$ cat src/jkvl_pkg.sv
// Types, constants and helpers shared by the JSON key locator files.
package jkvl_pkg;

  localparam int CFG_IDX_W = 3;

  localparam logic [CFG_IDX_W-1:0] REG_KEY_LO     = 3'd0;
  localparam logic [CFG_IDX_W-1:0] REG_KEY_MID_LO = 3'd1;
  localparam logic [CFG_IDX_W-1:0] REG_KEY_MID_HI = 3'd2;
  localparam logic [CFG_IDX_W-1:0] REG_KEY_HI     = 3'd3;
  localparam logic [CFG_IDX_W-1:0] REG_KEY_LEN    = 3'd4;

  localparam logic [7:0] CH_QUOTE = 8'h22;
  localparam logic [7:0] CH_COLON = 8'h3A;
  localparam logic [7:0] CH_SPACE = 8'h20;
  localparam logic [7:0] CH_TAB   = 8'h09;
  localparam logic [7:0] CH_CR    = 8'h0D;

  typedef enum logic [4:0] {
    PH_SEEK_QUOTE = 5'b00001,
    PH_MATCH      = 5'b00010,
    PH_SEEK_COLON = 5'b00100,
    PH_SKIP_WS    = 5'b01000,
    PH_IDLE       = 5'b10000
  } phase_t;

  // Whitespace: space, tab, LF, VT, FF and CR; JSON itself allows only space, tab, LF and CR.
  function automatic logic is_ws(logic [7:0] b);
    return b inside {CH_SPACE, [CH_TAB:CH_CR]};
  endfunction

endpackage

$ cat src/json_key_value_locator.sv
// Each result is registered from the byte that produces it; an output stall holds it back.
// Throughput: one document byte per cycle while the pending register is empty; the byte
// compare, the phase update and the result register all settle with each accepted byte.
// A pending register holds a second result, so input stalls only while two results wait.
// Reset clears the key registers, the key length, the scan state and the byte count.
// Configuration writes are taken in every cycle.
module json_key_value_locator #(
  parameter int MAX_KEY_BYTES = 32,
  parameter int OFFSET_BITS   = 16
) (
  input  logic                             clk,
  input  logic                             rst,
  input  logic                             s_tvalid,
  output logic                             s_tready,
  input  logic [7:0]                       s_tdata,   // [7:0] doc_byte
  input  logic                             s_tlast,   // end_of_doc
  output logic                             m_tvalid,
  input  logic                             m_tready,
  output logic [23:0]                      m_tdata,   // [15:0] value_offset, [23:16] value_first_byte
  output logic [0:0]                       m_tuser,   // [0] found
  input  logic                             cfg_valid,
  output logic                             cfg_ready,
  input  logic [jkvl_pkg::CFG_IDX_W-1:0]   cfg_index,
  input  logic [63:0]                      cfg_data
);
  import jkvl_pkg::*;

  localparam int KI_W = $clog2(MAX_KEY_BYTES + 1);

  phase_t                 phase, phase_next;
  logic [KI_W-1:0]        key_index, key_index_next;
  logic                   last_quote, last_quote_next;
  logic [OFFSET_BITS-1:0] byte_position, byte_position_inc;

  logic [KI_W-1:0]        key_len;
  logic [7:0]             key_byte;

  logic                   accept;
  logic [7:0]             doc_byte;
  logic                   hit;
  logic                   at_end;
  logic                   emit;
  logic                   res_found;
  logic [15:0]            res_offset;
  logic [7:0]             res_first;
  logic [OFFSET_BITS+15:0] pos_ext;
  logic [OFFSET_BITS+15:0] pos_inc_ext;

  logic                   pend_valid;
  logic [23:0]            pend_tdata;
  logic [0:0]             pend_tuser;

  assign cfg_ready = 1'b1;

  jkvl_key_store #(
    .MAX_KEY_BYTES(MAX_KEY_BYTES)
  ) u_key_store (
    .clk      (clk),
    .rst      (rst),
    .wr_en    (cfg_valid),
    .wr_index (cfg_index),
    .wr_data  (cfg_data),
    .rd_index (key_index),
    .rd_byte  (key_byte),
    .key_len  (key_len)
  );

  // A new request is taken as long as the pending result register is empty.
  assign s_tready = !pend_valid;
  assign accept   = s_tvalid && s_tready;
  assign doc_byte = s_tdata;

  assign byte_position_inc = byte_position + OFFSET_BITS'(1);
  assign pos_ext           = {16'b0, byte_position};
  assign pos_inc_ext       = {16'b0, byte_position_inc};

  always_comb begin
    phase_next      = phase;
    key_index_next  = key_index;
    last_quote_next = last_quote;
    hit             = 1'b0;
    case (phase)
      PH_SEEK_QUOTE: begin
        if (doc_byte == CH_QUOTE) begin
          phase_next      = PH_MATCH;
          key_index_next  = '0;
          last_quote_next = 1'b1;
        end
      end
      PH_MATCH: begin
        last_quote_next = (doc_byte == CH_QUOTE);
        if (key_index < key_len && doc_byte == key_byte) begin
          key_index_next = key_index + KI_W'(1);
        end else begin
          // The byte after a full match must close the key string.
          phase_next     = (key_index >= key_len && doc_byte == CH_QUOTE) ? PH_SEEK_COLON
                                                                          : PH_SEEK_QUOTE;
          key_index_next = '0;
        end
      end
      PH_SEEK_COLON: begin
        if (doc_byte == CH_COLON) begin
          phase_next = PH_SKIP_WS;
        end
      end
      PH_SKIP_WS: begin
        if (!is_ws(doc_byte)) begin
          hit        = 1'b1;
          phase_next = PH_IDLE;
        end
      end
      default: begin
        phase_next = phase;
      end
    endcase
  end

  // A document that ends once the key is closed reports the value at its end.
  assign at_end = (phase_next == PH_SEEK_COLON) || (phase_next == PH_SKIP_WS) ||
                  (phase_next == PH_MATCH && key_index_next >= key_len && last_quote_next);

  assign emit       = hit || s_tlast;
  assign res_found  = hit || (s_tlast && at_end);
  assign res_offset = hit ? pos_ext[15:0] : (res_found ? pos_inc_ext[15:0] : 16'h0000);
  assign res_first  = hit ? doc_byte : 8'h00;

  always_ff @(posedge clk) begin
    if (rst) begin
      phase         <= PH_SEEK_QUOTE;
      key_index     <= '0;
      last_quote    <= 1'b0;
      byte_position <= '0;
    end else if (accept) begin
      if (s_tlast) begin
        phase         <= PH_SEEK_QUOTE;
        key_index     <= '0;
        last_quote    <= 1'b0;
        byte_position <= '0;
      end else begin
        phase         <= phase_next;
        key_index     <= key_index_next;
        last_quote    <= last_quote_next;
        byte_position <= byte_position_inc;
      end
    end
  end

  // The pending register is filled only while the output register is held,
  // and it drains into the output register first.
  always_ff @(posedge clk) begin
    if (rst) begin
      m_tvalid   <= 1'b0;
      pend_valid <= 1'b0;
    end else if (!m_tvalid || m_tready) begin
      m_tvalid   <= pend_valid || (accept && emit);
      pend_valid <= 1'b0;
    end else if (accept && emit) begin
      pend_valid <= 1'b1;
    end
  end

  always_ff @(posedge clk) begin
    if (!m_tvalid || m_tready) begin
      if (pend_valid) begin
        m_tdata <= pend_tdata;
        m_tuser <= pend_tuser;
      end else if (accept && emit) begin
        m_tdata <= {res_first, res_offset};
        m_tuser <= res_found;
      end
    end else if (accept && emit) begin
      pend_tdata <= {res_first, res_offset};
      pend_tuser <= res_found;
    end
  end

endmodule

$ cat src/jkvl_key_store.sv
// Key byte store and key length register, written through the config port.
module jkvl_key_store #(
  parameter int MAX_KEY_BYTES = 32
) (
  input  logic                                 clk,
  input  logic                                 rst,
  input  logic                                 wr_en,
  input  logic [jkvl_pkg::CFG_IDX_W-1:0]       wr_index,
  input  logic [63:0]                          wr_data,
  input  logic [$clog2(MAX_KEY_BYTES+1)-1:0]   rd_index,
  output logic [7:0]                           rd_byte,
  output logic [$clog2(MAX_KEY_BYTES+1)-1:0]   key_len
);
  import jkvl_pkg::*;

  localparam int KI_W  = $clog2(MAX_KEY_BYTES + 1);
  localparam int IDX_W = (MAX_KEY_BYTES > 1) ? $clog2(MAX_KEY_BYTES) : 1;

  logic [7:0] key_mem [MAX_KEY_BYTES];

  always_ff @(posedge clk) begin
    if (rst) begin
      for (int i = 0; i < MAX_KEY_BYTES; i++) begin
        key_mem[i] <= 8'h00;
      end
      key_len <= '0;
    end else if (wr_en) begin
      // Each key register carries eight bytes, lowest byte first.
      for (int i = 0; i < MAX_KEY_BYTES; i++) begin
        if (wr_index == REG_KEY_LO + CFG_IDX_W'(i / 8)) begin
          key_mem[i] <= wr_data[(i % 8) * 8 +: 8];
        end
      end
      if (wr_index == REG_KEY_LEN) begin
        key_len <= (wr_data[5:0] > MAX_KEY_BYTES) ? KI_W'(MAX_KEY_BYTES)
                                                  : KI_W'(wr_data[5:0]);
      end
    end
  end

  assign rd_byte = key_mem[rd_index[IDX_W-1:0]];

endmodule

$ cat config.mk
export PLATFORM = sky130hd
export DESIGN_NAME = json_key_value_locator
export DESIGN_NICKNAME = d
export VERILOG_FILES = /design/src/jkvl_pkg.sv /design/src/json_key_value_locator.sv /design/src/jkvl_key_store.sv
export SDC_FILE = /design/constraint.sdc
export NUM_CORES = 1
export LEC_CHECK = 0
export BUFFER_PORTS_ARGS = -buffer_cell sky130_fd_sc_hd__buf_2
export CAP_MARGIN = 40
export CORE_ASPECT_RATIO = 0.5
export CORE_MARGIN = 3
export CORE_UTILIZATION = 63
export CTS_BUF_LIST = sky130_fd_sc_hd__clkbuf_4 sky130_fd_sc_hd__clkbuf_8
export DETAILED_ROUTE_END_ITERATION = 8
export PLACE_DENSITY = 0.81
export SLEW_MARGIN = 40
export SYNTH_ARGS = -nofsm -noshare
export SYNTH_HDL_FRONTEND = slang
export SYNTH_SLANG_ARGS = --single-unit
$ cat constraint.sdc
create_clock -name clk -period 5.8 [get_ports clk]
set_input_delay 1.16 -clock clk [delete_from_list [all_inputs] [get_ports clk]]
set_output_delay 1.16 -clock clk [all_outputs]
set_load 0.02 [all_outputs]
==> impl_results.md, run 1 <==
* Outcome: completed
* Max Cap Viol at 0
* Core box area at 24300 µm²
* Final TNS setup at 0 ns
* Via count at 10500
* CP required at 6.13 ns
* CTS tree: yes
* Final WS setup at 0.361 ns
* Hold Crit Class: flop to flop
* Hpwl dp at 23.0 mm
* Most frequent cells in the layout: 306 x edfxtp_1, 203 x nor2_1, 107 x buf_2
* Share of layout cells above drive strength 1 at 20.6%
* Hold Crit Depth at 2
* Worst skew pair latency at 0.60 ns
* Multi-input gate area at 5160 µm²
* Worst Setup Path Type: flop to flop
* Die ar. at 27000 µm²
* Die Ht at 118 µm
* Worst-margin pin slew at 0.780 ns
* IO buf count at 107
* Prevailing post-synth register cell: edfxtp_1
* Htree depth at 2
* FF-to-FF path depth at 23
* Initial core utilization at 64.8%
* Post-synth top area share at 58.4%
* Yosys warning total at 0
* Drt first pass iters at 7
* Die X at 230 µm
* Number of synthesized flops with an enable pin at 306
* Vias in the first global route at 10600
* First-pass GRT wire length at 55.7 mm
* Layout fillers at 1576
* Max Root-Sink Buffers at 3
* Power per cell area at 284 nW/µm²
* Avg Inst Size Synth at 12.6 µm²
* Cell Area, Synth at 15700 µm²
* Initial antenna violation count at 0
* Register area share after synthesis at 63.6%
* Post-route ant nets at 0
* Post-Route WL at 35.2 mm
* Setup crit end kind: flop
* Largest net degree at the start of global routing at 65
* Vias per cell at 6.05
* Row cnt at 40
* Wire per inst at 20.3 µm
* Synth Register Bits at 347
* Final hold vios at 0
* Final setup viols at 0
* WP data arrival at 5.77 ns
* Reg2Reg Setup Slack at 0.36 ns
* Unique masters post-synth at 52
* Pleak at 6.56 nW
* Crit Path Max Fanout at 14
* Final Util at 72.4%
* CTS Root Cell: clkbuf_8
* DRC marker count from the first detailed-route iteration at 1087
* Storage element area at 10000 µm²
* Placer Congestion at 0.826
* Max VDD drop at 0.144 mV
* IO Count at 109
* GR Util All Layers at 26.1%
* Final Net Count at 1456
* Crit path time final at 5.44 ns
* Most common cell after layout, fill and taps aside: edfxtp_1
* Max Clock Freq at 184 MHz
* Syn Nets at 1340
* Worst Skew at 0.0343 ns
* Reg clk slew, reported paths at 0.08 ns
* CTS Buf Count at 46
* RSZ-0062 raised after global routing: false
* Ant. Diodes at 0
* Max-slew headroom at 47.8%
* CTS sink cnt at 347
* Synth top area cells: edfxtp_1 58%, mux4_2 6.0%, dfxtp_1 5.2%
* Synth area leader: edfxtp_1
* Place WS at 0.249 ns
* Worst Setup Start Kind: flop
* Final period util at 93.8%
* Area Overhead vs Synth at 11.6%
* DRC at 0
* Post-Synthesis Cells at 1245
* FFs w/ async S/R, synth at 0%
* Grt ovf at 0
* Final slew viol count at 0
==> layout make-up <==
cell class | instances | share of cell area, %
flip-flops and latches | 347 | 57.0
multi-input cells | 748 | 29.4
repair buffers | 141 | 4.66
clock buffers | 66 | 4.50
well taps | 336 | 2.39
inverters | 77 | 1.65
clock inverters | 16 | 0.420
==> worst max-delay path: stages (launching register included) <==
cell,delay [ns]
dfxtp_4,0.53
buf_4,0.30
mux4_2,0.53
mux2_2,0.32
a22oi_1,0.23
nand2_1,0.21
xor2_1,0.19
nor2_1,0.19
nand4_2,0.22
nor2_1,0.15
a21oi_1,0.08
ha_1,0.30
nand2b_1,0.14
a21o_1,0.17
a21oi_1,0.14
nor2b_1,0.06
o21ai_0,0.14
nand2b_1,0.07
a21oi_1,0.18
a2111oi_2,0.07
o21ai_1,0.19
nand2_1,0.15
mux2_2,0.33
mux2_2,0.27
==> registers in the layout, indices dropped and copies added, names as in the netlist, named ones only <==
name                 count
phase                    5
m_tdata                 24
byte_position           16
m_tuser                  1
last_quote               1
key_index                6
m_tvalid                 1
u_key_store.key_len      6
pend_tuser               1
u_key_store.key_mem    256
pend_valid               1
pend_tdata              24
==> cell usage after synthesis (all sizes together) (6+ instances only) <==
| cell | instances |
|---|---|
| inv | 77 |
| a22o | 8 |
| edfxtp | 306 |
| dfxtp | 41 |
| mux4 | 42 |
| nor2b | 21 |
| nand3b | 8 |
| xnor2 | 6 |
| a22oi | 40 |
| a21oi | 47 |
| clkbuf | 48 |
| nand3 | 21 |
| ha | 14 |
| mux2 | 18 |
| and3 | 17 |
| buf | 25 |
| mux2i | 53 |
| and2 | 9 |
| o21ai | 44 |
| nor3 | 13 |
| nand2b | 77 |
| nor2 | 203 |
| a31oi | 13 |
| nand2 | 54 |
==> layer usage <==
metal	GRT usage, %	vias up	share of wire, %
li1	-	4747	-
met1	35.0	5125	40
met2	42.5	519	48
met3	6.00	79	8.9
met4	9.27	0	2.6
met5	0	-	0
==> report_power, final <==
| part | internal [W] | switching, W |
|---|---|---|
| Clock | 0.000878 | 0.000890 |
| Combinational | 0.000106 | 0.000188 |
| Sequential | 0.00287 | 0.0000468 |
| Total | 0.00386 | 0.00112 |
==> stage by stage <==
| step | cells | hold WS [ns] | instance area [µm²] | power, W |
|---|---|---|---|---|
| floorplan | 1245 | 0.432 | 15700 | 0.00314 |
| global placement | 1648 | 0.449 | 16600 | 0.00324 |
| detailed placement | 1648 | 0.455 | 16700 | 0.00326 |
| CTS | 1730 | 0.463 | 17500 | 0.00500 |
| global route | 1731 | 0.486 | 17600 | 0.00516 |
| finish | 1731 | 0.459 | 17600 | 0.00498 |
==> worst paths after layout <==
check,start,to
min,u_key_store.key_len[5],u_key_store.key_len[5]
max,flop,m_tdata[0]
min reg2reg,u_key_store.key_len[5],u_key_store.key_len[5]
max reg2reg,flop,m_tdata[0]
==> what timing repair did <==
action	CTS	global route
endpoints found under the setup margin	0	29
setup buffers	0	1
hold buffers	0	0
resized for setup	0	4
==> cells by family (layout without fill, tap and decap cells) <==
family | Yosys count | in the layout | synth area share (%)
buffers and inverters | 150 | 300 | 3.93
AND/OR/NAND/NOR | 438 | 438 | 13.3
adder cells (fa/ha/maj) | 14 | 14 | 1.11
XOR/XNOR | 8 | 8 | 0.445
AO/OA/AOI/OAI | 174 | 174 | 6.91
multiplexers | 113 | 113 | 10.7
other | 1 | 1 | 0.0238
flip-flops | 347 | 347 | 63.6
(Power assumes the default switching activity.)
==> inputs of run 2 (changes only) <==
--- a/config.mk
+++ b/config.mk
@@ -9,5 +9,7 @@
 export CAP_MARGIN = 40
+export CELL_PAD_IN_SITES_DETAIL_PLACEMENT = 1
+export CELL_PAD_IN_SITES_GLOBAL_PLACEMENT = 2
 export CORE_ASPECT_RATIO = 0.5
 export CORE_MARGIN = 3
-export CORE_UTILIZATION = 63
+export CORE_UTILIZATION = 44
 export CTS_BUF_LIST = sky130_fd_sc_hd__clkbuf_4 sky130_fd_sc_hd__clkbuf_8
==> constraint.sdc (replaced) <==
create_clock -name clk -period 5.8 [get_ports clk]
set_input_delay 0.87 -clock clk [delete_from_list [all_inputs] [get_ports clk]]
set_output_delay 0.87 -clock clk [all_outputs]
set_load 0.02 [all_outputs]
==> run 2 against run 1 <==
- clock-buffer cell count rose by 4
- die area grew 41%
- first-iteration DRC count shrank 20%
- global-route usage decreased by 5.0 points
- largest power group unchanged
- register-to-register slack improved by 0.13 ns
==> impl_results.md, run 2 (same netlist as run 1, synthesis figures left out) <==
* Hold path startpoint: u_key_store.key_len[3] (was u_key_store.key_len[5])
* Die ar. at 38200 µm² (was 27000 µm²)
* Setup crit end kind: flop (unchanged)
* Critical Path Max Stage Delay at 0.55 ns (was 0.53 ns)
* Htree depth at 2 (unchanged)
* Vias in the first global route at 11100 (was 10600)
* CTS tree: yes (unchanged)
* Grt ovf at 0 (unchanged)
* IO Count at 109 (unchanged)
* Die X at 273 µm (was 230 µm)
* Reg clk slew, reported paths at 0.06 ns (was 0.08 ns)
* Max FFs per register at 256 (unchanged)
* Worst Setup Start Kind: flop (unchanged)
* Post-Route WL at 39.8 mm (was 35.2 mm)
* CTS Root Cell: clkbuf_8 (unchanged)
* Worst Skew at 0.0255 ns (was 0.0343 ns)
* Final slew viol count at 0 (unchanged)
* Worst-margin pin slew at 0.766 ns (was 0.780 ns)
* Largest net degree at the start of global routing at 65 (unchanged)
* Most common cell after layout, fill and taps aside: edfxtp_1 (unchanged)
* Hold-fix buffer count after cts at 0 (unchanged)
* CTS Buf Count at 50 (was 46)
* Final period util at 91.6% (was 93.8%)
* Final setup viols at 0 (unchanged)
* Crit Path Max Fanout at 18 (was 14)
* Post-route ant nets at 0 (unchanged)
* Die Ht at 140 µm (was 118 µm)
* Drt first pass iters at 5 (was 7)
* Worst skew pair latency at 0.59 ns (was 0.60 ns)
* Final hold vios at 0 (unchanged)
* Pleak at 6.66 nW (was 6.56 nW)
* DRC at 0 (unchanged)
* Crit path time final at 5.31 ns (was 5.44 ns)
* CP dominant cell by count: o21ai_0
* Worst Setup Path Type: flop to flop (unchanged)
* Hpwl dp at 26.2 mm (was 23.0 mm)
* Vias per cell at 5.45 (was 6.05)
* Area Overhead vs Synth at 13.9% (was 11.6%)
* Initial antenna violation count at 2 (was 0)
* Initial core utilization at 45.2% (was 64.8%)
* Largest Register: u_key_store.key_mem (unchanged)
* Share of layout cells above drive strength 1 at 21.5% (was 20.6%)
* Max Clock Freq at 188 MHz (was 184 MHz)
* Outcome: completed (unchanged)
* GR Util All Layers at 21.1% (was 26.1%)
* IO buf count at 107 (unchanged)
* CTS sink cnt at 347 (unchanged)
* Slowest CP cell: dfxtp_4 (unchanged)
* DRC marker count from the first detailed-route iteration at 866 (was 1087)
* Leading registers by flop count: u_key_store.key_mem (256), m_tdata (24), pend_tdata (24) (unchanged)
* Most frequent cells in the layout: 306 x edfxtp_1, 202 x nor2_1, 107 x buf_2 (was 306 x edfxtp_1, 203 x nor2_1, 107 x buf_2)
* Row cnt at 48 (was 40)
* WP data arrival at 5.65 ns (was 5.77 ns)
* RSZ-0062 raised after global routing: false (unchanged)
* Wire per inst at 21.1 µm (was 20.3 µm)
* Hold Crit Class: flop to flop (unchanged)
* CP required at 6.14 ns (was 6.13 ns)
* WHS at 0.456 ns (was 0.459 ns)
* Via count at 10300 (was 10500)
* Placer Congestion at 0.805 (was 0.826)
* Core box area at 34800 µm² (was 24300 µm²)
* Max Root-Sink Buffers at 3 (unchanged)
* Power per cell area at 290 nW/µm² (was 284 nW/µm²)
* Max-slew headroom at 49.0% (was 47.8%)
* Final Net Count at 1467 (was 1456)
* Max Cap Viol at 0 (unchanged)
* CP Cell Sequence: buf_4 -> mux4_2 -> nor2_1 -> o21ai_0 -> o21ai_0 -> xnor2_1 -> nor4b_2 -> buf_4 -> nand4_2 -> buf_4 -> o21ai_0 -> ha_1 -> a21o_1 -> a21oi_1 -> nor2b_1 -> o21ai_0 -> nand2b_1 -> a21oi_1 -> a2111oi_2 -> o21ai_1 -> nand2_1 -> mux2_2 -> mux2_2 (was buf_4 -> mux4_2 -> mux2_2 -> a22oi_1 -> nand2_1 -> xor2_1 -> nor2_1 -> nand4_2 -> nor2_1 -> a21oi_1 -> ha_1 -> nand2b_1 -> a21o_1 -> a21oi_1 -> nor2b_1 -> o21ai_0 -> nand2b_1 -> a21oi_1 -> a2111oi_2 -> o21ai_1 -> nand2_1 -> mux2_2 -> mux2_2)
* First-pass GRT wire length at 63.0 mm (was 55.7 mm)
* Max VDD drop at 0.165 mV (was 0.144 mV)
* Final TNS setup at 0 ns (unchanged)
==> run 2: cell type report <==
cell class	instances	area, µm²
clock inverters	21	128
repair buffers	148	897
multi-input cells	748	5140
diodes	1	2.50
inverters	77	289
clock buffers	70	863
fillers	3650	16900
flip-flops and latches	347	10000
well taps	475	594
==> run 2: worst paths after layout <==
kind / end / slack, ns / cells after the start
worst max-delay path: m_tdata[0] / 0.49 / 23
worst min-delay path: u_key_store.key_len[3] / 0.46 / 2
worst max register to register: m_tdata[0] / 0.49 / 23
worst min register to register: u_key_store.key_len[3] / 0.46 / 2
==> run 2: per-stage QoR <==
step	area, µm²	worst slack [ns]	power, W	std cells	util [%]
floorplan	15700	0.888	0.00314	1245	-
global placement	16800	0.415	0.00326	1787	48.4
detailed placement	16900	0.278	0.00328	1787	48.4
CTS	17900	0.259	0.00524	1878	51.2
global route	17900	0.00227	0.00540	1887	51.5
finish	17900	0.488	0.00520	1887	51.5
==> run 2: repair_timing <==
item                       4_1_cts  5_1_grt
gates resized for setup          0        1
setup buffers                    0        8
setup endpoints to repair        0       29
==> run 2: worst max-delay path: cells and delay by family (launching register included) <==
| family | cells | cell delay (ns) |
|---|---|---|
| AND/OR/NAND/NOR | 6 | 0.76 |
| adder cells (fa/ha/maj) | 1 | 0.30 |
| AO/OA/AOI/OAI | 9 | 1.70 |
| XOR/XNOR | 1 | 0.15 |
| flip-flops | 1 | 0.55 |
| multiplexers | 3 | 0.91 |
| buffers and inverters | 3 | 0.66 |
==> run 2: routing by layer <==
layer	track usage, %	vias up	wire length, µm	share of wire [%]
met1	28.5	5227	17600	44
met2	35.6	241	19700	50
li1	-	4756	-	-
met3	4.01	52	1930	4.9
met4	4.85	0	581	1.5
met5	0	-	0	0
==> run 2: power breakdown <==
part           internal (W)  total, W  switching [W]
sequential          0.00287   0.00292      0.0000461
clock               0.00101   0.00198       0.000968
combinational      0.000105  0.000304       0.000198
total               0.00399   0.00520        0.00121
==> inputs of run 3 (changes only) <==
- CORE_UTILIZATION: 44 -> 45
- SYNTH_HIERARCHICAL: default -> 1
==> run 3 against run 2 <==
- combinational power is 2% higher
- first-iteration DRC count down 17%
- register-to-register slack worse by 0.07 ns
- synthesized cell count fell by 7.1%
- non-clock buffer count is 1 lower
==> impl_results.md, run 3 <==
* Outcome: completed (unchanged)
* WP data arrival at 5.74 ns (was 5.65 ns)
* DP Area at 16900 µm² (about the same)
* Final period util at 92.8% (was 91.6%)
* PostCTS Resize Cnt at 0 (unchanged)
* Worst Skew at 0.0185 ns (was 0.0255 ns)
* Worst Setup Start Kind: flop (unchanged)
* Reg clk slew, reported paths at 0.07 ns (was 0.06 ns)
* Vias in the first global route at 10700 (was 11100)
* Die X at 271 µm (was 273 µm)
* Worst-margin pin slew at 0.838 ns (was 0.766 ns)
* Max Clock Freq at 186 MHz (was 188 MHz)
* Hold Crit Class: flop to flop (unchanged)
* CTS Buf Count at 50 (unchanged)
* Initial core utilization at 46.6% (was 45.2%)
* Leading registers by flop count: u_key_store/key_mem (256), m_tdata (24), pend_tdata (24) (was u_key_store.key_mem (256), m_tdata (24), pend_tdata (24))
* Wire per inst at 22.2 µm (was 21.1 µm)
* Max Cap Viol at 0 (unchanged)
* Synth top area cells: edfxtp_1 58%, mux4_2 11%, dfxtp_1 4.6% (was edfxtp_1 58%, mux4_2 6.0%, dfxtp_1 5.2%)
* Total power draw at 0.00512 W (was 0.00520 W)
* Power per cell area at 285 nW/µm² (was 290 nW/µm²)
* Unique masters post-synth at 62 (was 52)
* Place WS at 0.408 ns (was 0.278 ns)
* Via count at 9901 (was 10300)
* Largest Register: u_key_store/key_mem (was u_key_store.key_mem)
* Placer Congestion at 0.798 (was 0.805)
* CP required at 6.16 ns (was 6.14 ns)
* RSZ-0062 raised after global routing: false (unchanged)
* Row cnt at 47 (was 48)
* Reg2Reg Setup Slack at 0.42 ns (was 0.49 ns)
* Final TNS setup at 0 ns (unchanged)
* Final Net Count at 1381 (was 1467)
* Prevailing post-synth register cell: edfxtp_1 (unchanged)
* Crit path time final at 5.38 ns (was 5.31 ns)
* Max Root-Sink Buffers at 3 (unchanged)
* Die ar. at 37400 µm² (was 38200 µm²)
* Post-synth top area share at 58.4% (about the same)
* Final WS setup at 0.420 ns (was 0.488 ns)
* Yosys warning total at 6 (was 0)
* Most common cell after layout, fill and taps aside: edfxtp_1 (unchanged)
* GR Util All Layers at 21.3% (was 21.1%)
* Final slew viol count at 0 (unchanged)
* Synth top cells by count: 306 x edfxtp_1, 189 x nor2_1, 80 x mux4_2 (was 306 x edfxtp_1, 203 x nor2_1, 77 x inv_1, 77 x nand2b_1, 54 x nand2_1)
* Synth area leader: edfxtp_1 (unchanged)
* Htree depth at 2 (unchanged)
* DRC marker count from the first detailed-route iteration at 715 (was 866)
* Worst Setup Path Type: flop to flop (unchanged)
* Register area share after synthesis at 62.9% (was 63.6%)
* Max-slew headroom at 44.2% (was 49.0%)
* DRC at 0 (unchanged)
* Area Overhead vs Synth at 14.0% (was 13.9%)
* Cell Area, Synth at 15700 µm² (about the same)
* First-pass GRT wire length at 62.2 mm (was 63.0 mm)
* Max FFs per register at 256 (unchanged)
* Synth Register Bits at 342 (was 347)
* Most frequent cells in the layout: 306 x edfxtp_1, 189 x nor2_1, 107 x buf_2 (was 306 x edfxtp_1, 202 x nor2_1, 107 x buf_2)
* Most common cell in the netlist: edfxtp_1 (unchanged)
* Vias per cell at 5.52 (was 5.45)
* CTS sink cnt at 342 (was 347)
* Post-Route WL at 39.8 mm (about the same)
* Setup crit end kind: flop (unchanged)
* Worst skew pair latency at 0.61 ns (was 0.59 ns)
* Post-route ant nets at 0 (unchanged)
* Ant. Diodes at 0 (was 1)
* Final hold vios at 0 (unchanged)
* Drt first pass iters at 4 (was 5)
* Initial antenna violation count at 0 (was 2)
* Die Ht at 138 µm (was 140 µm)
* Fin area at 18000 µm² (was 17900 µm²)
* FFs w/ async S/R, synth at 0% (unchanged)
* Crit Path Max Fanout at 12 (was 18)
* CTS tree: yes (unchanged)
* Core box area at 33800 µm² (was 34800 µm²)
* Final setup viols at 0 (unchanged)
* IO Count at 109 (unchanged)
* Grt ovf at 0 (unchanged)
* Number of synthesized flops with an enable pin at 306 (unchanged)
* Hpwl dp at 26.4 mm (was 26.2 mm)
* Syn Nets at 1252 (was 1340)
* IO buf count at 107 (unchanged)
* Share of layout cells above drive strength 1 at 26.7% (was 21.5%)
* Pleak at 6.49 nW (was 6.66 nW)
* Avg Inst Size Synth at 13.6 µm² (was 12.6 µm²)
* Largest net degree at the start of global routing at 65 (unchanged)
* CTS Root Cell: clkbuf_8 (unchanged)
* Post-Synthesis Cells at 1157 (was 1245)
* Max VDD drop at 0.216 mV (was 0.165 mV)
run 3: cell count changes in the layout (fill, tap and decap cells not counted), sizes merged, moves of 6 or more:
cell | before | now
mux2i | 53 | 0
mux4 | 42 | 80
a22oi | 40 | 15
nand2 | 54 | 33
a21oi | 47 | 30
nor2 | 203 | 190
mux2 | 18 | 26
nand2b | 77 | 70
nor2b | 21 | 14
nor3 | 13 | 20
o21ai | 44 | 38
run 3: where the power goes:
part | internal (W) | leakage, nW | switching [W]
combinational | 0.000120 | 2.71 | 0.000190
sequential | 0.00284 | 3.25 | 0.0000481
clock | 0.000962 | 0.528 | 0.000964
total | 0.00392 | 6.49 | 0.00120
run 3: final timing paths:
path	start	endpoint	cells after the start
hold reg to reg	u_key_store/key_len[3]	u_key_store/key_len[3]	2
setup reg to reg	key_index[1]	m_tdata[12]	21
hold / removal	u_key_store/key_len[3]	u_key_store/key_len[3]	2
setup / recovery	key_index[1]	m_tdata[12]	21
run 3: area by class of cell:
class                   instances  area (µm²)
clock buffers                  70         851
clock inverters                24         129
fillers                      3467       15800
inverters                      79         297
multi-input cells             666        5250
flip-flops and latches        342        9920
well taps                     465         582
repair buffers                147         931
run 3: cell families after synthesis:
kind of cell,Yosys count,share of synthesized area (%)
simple gates,398,12.3
flops,342,62.9
buf+inv,149,3.90
compound gates,136,5.85
mux,106,13.3
fa+ha+maj,14,1.11
xor+xnor,11,0.612
other cells,1,0.0238
run 3: critical path: stages, from the launching register on:
cell and delay (ns):
dfxtp_4 0.45, buf_4 0.30, mux4_2 0.55, mux4_2 0.49
mux2_2 0.33, xnor2_1 0.15, nand4_1 0.12, nor2_1 0.14
nand3_1 0.19, nor2_1 0.16, a21oi_1 0.07, ha_1 0.28
nand2b_1 0.13, a2111oi_0 0.39, o21ai_0 0.19, o211ai_1 0.12
nor4_1 0.09, o21ai_4 0.19, buf_4 0.19, o31ai_1 0.10
a22o_1 0.22, mux2_2 0.26
run 3: metal layers:
layer	track usage (%)	wire, µm	part of all wire, %	vias to the layer above
li1	-	-	-	4544
met1	28.2	17400	44	5098
met2	36.6	20100	50	202
met3	4.07	1730	4.3	57
met4	5.02	616	1.5	0
met5	0	0	0	-
run 3: timing repair:
action / 4_1_cts / 5_1_grt
setup buffers: 0 / 4
hold buffers: 0 / 0
endpoints found under the setup margin: 0 / 6
run 3: through the flow:
stage | hold WS (ns) | utilization [%] | cells
2_1_floorplan | 0.432 | - | 1157
6_report | 0.450 | 53.2 | 1793
3_5_place_dp | 0.445 | 50.1 | 1694
5_1_grt | 0.493 | 53.2 | 1793
3_3_place_gp | 0.447 | 50.1 | 1694
4_1_cts | 0.456 | 53.0 | 1788
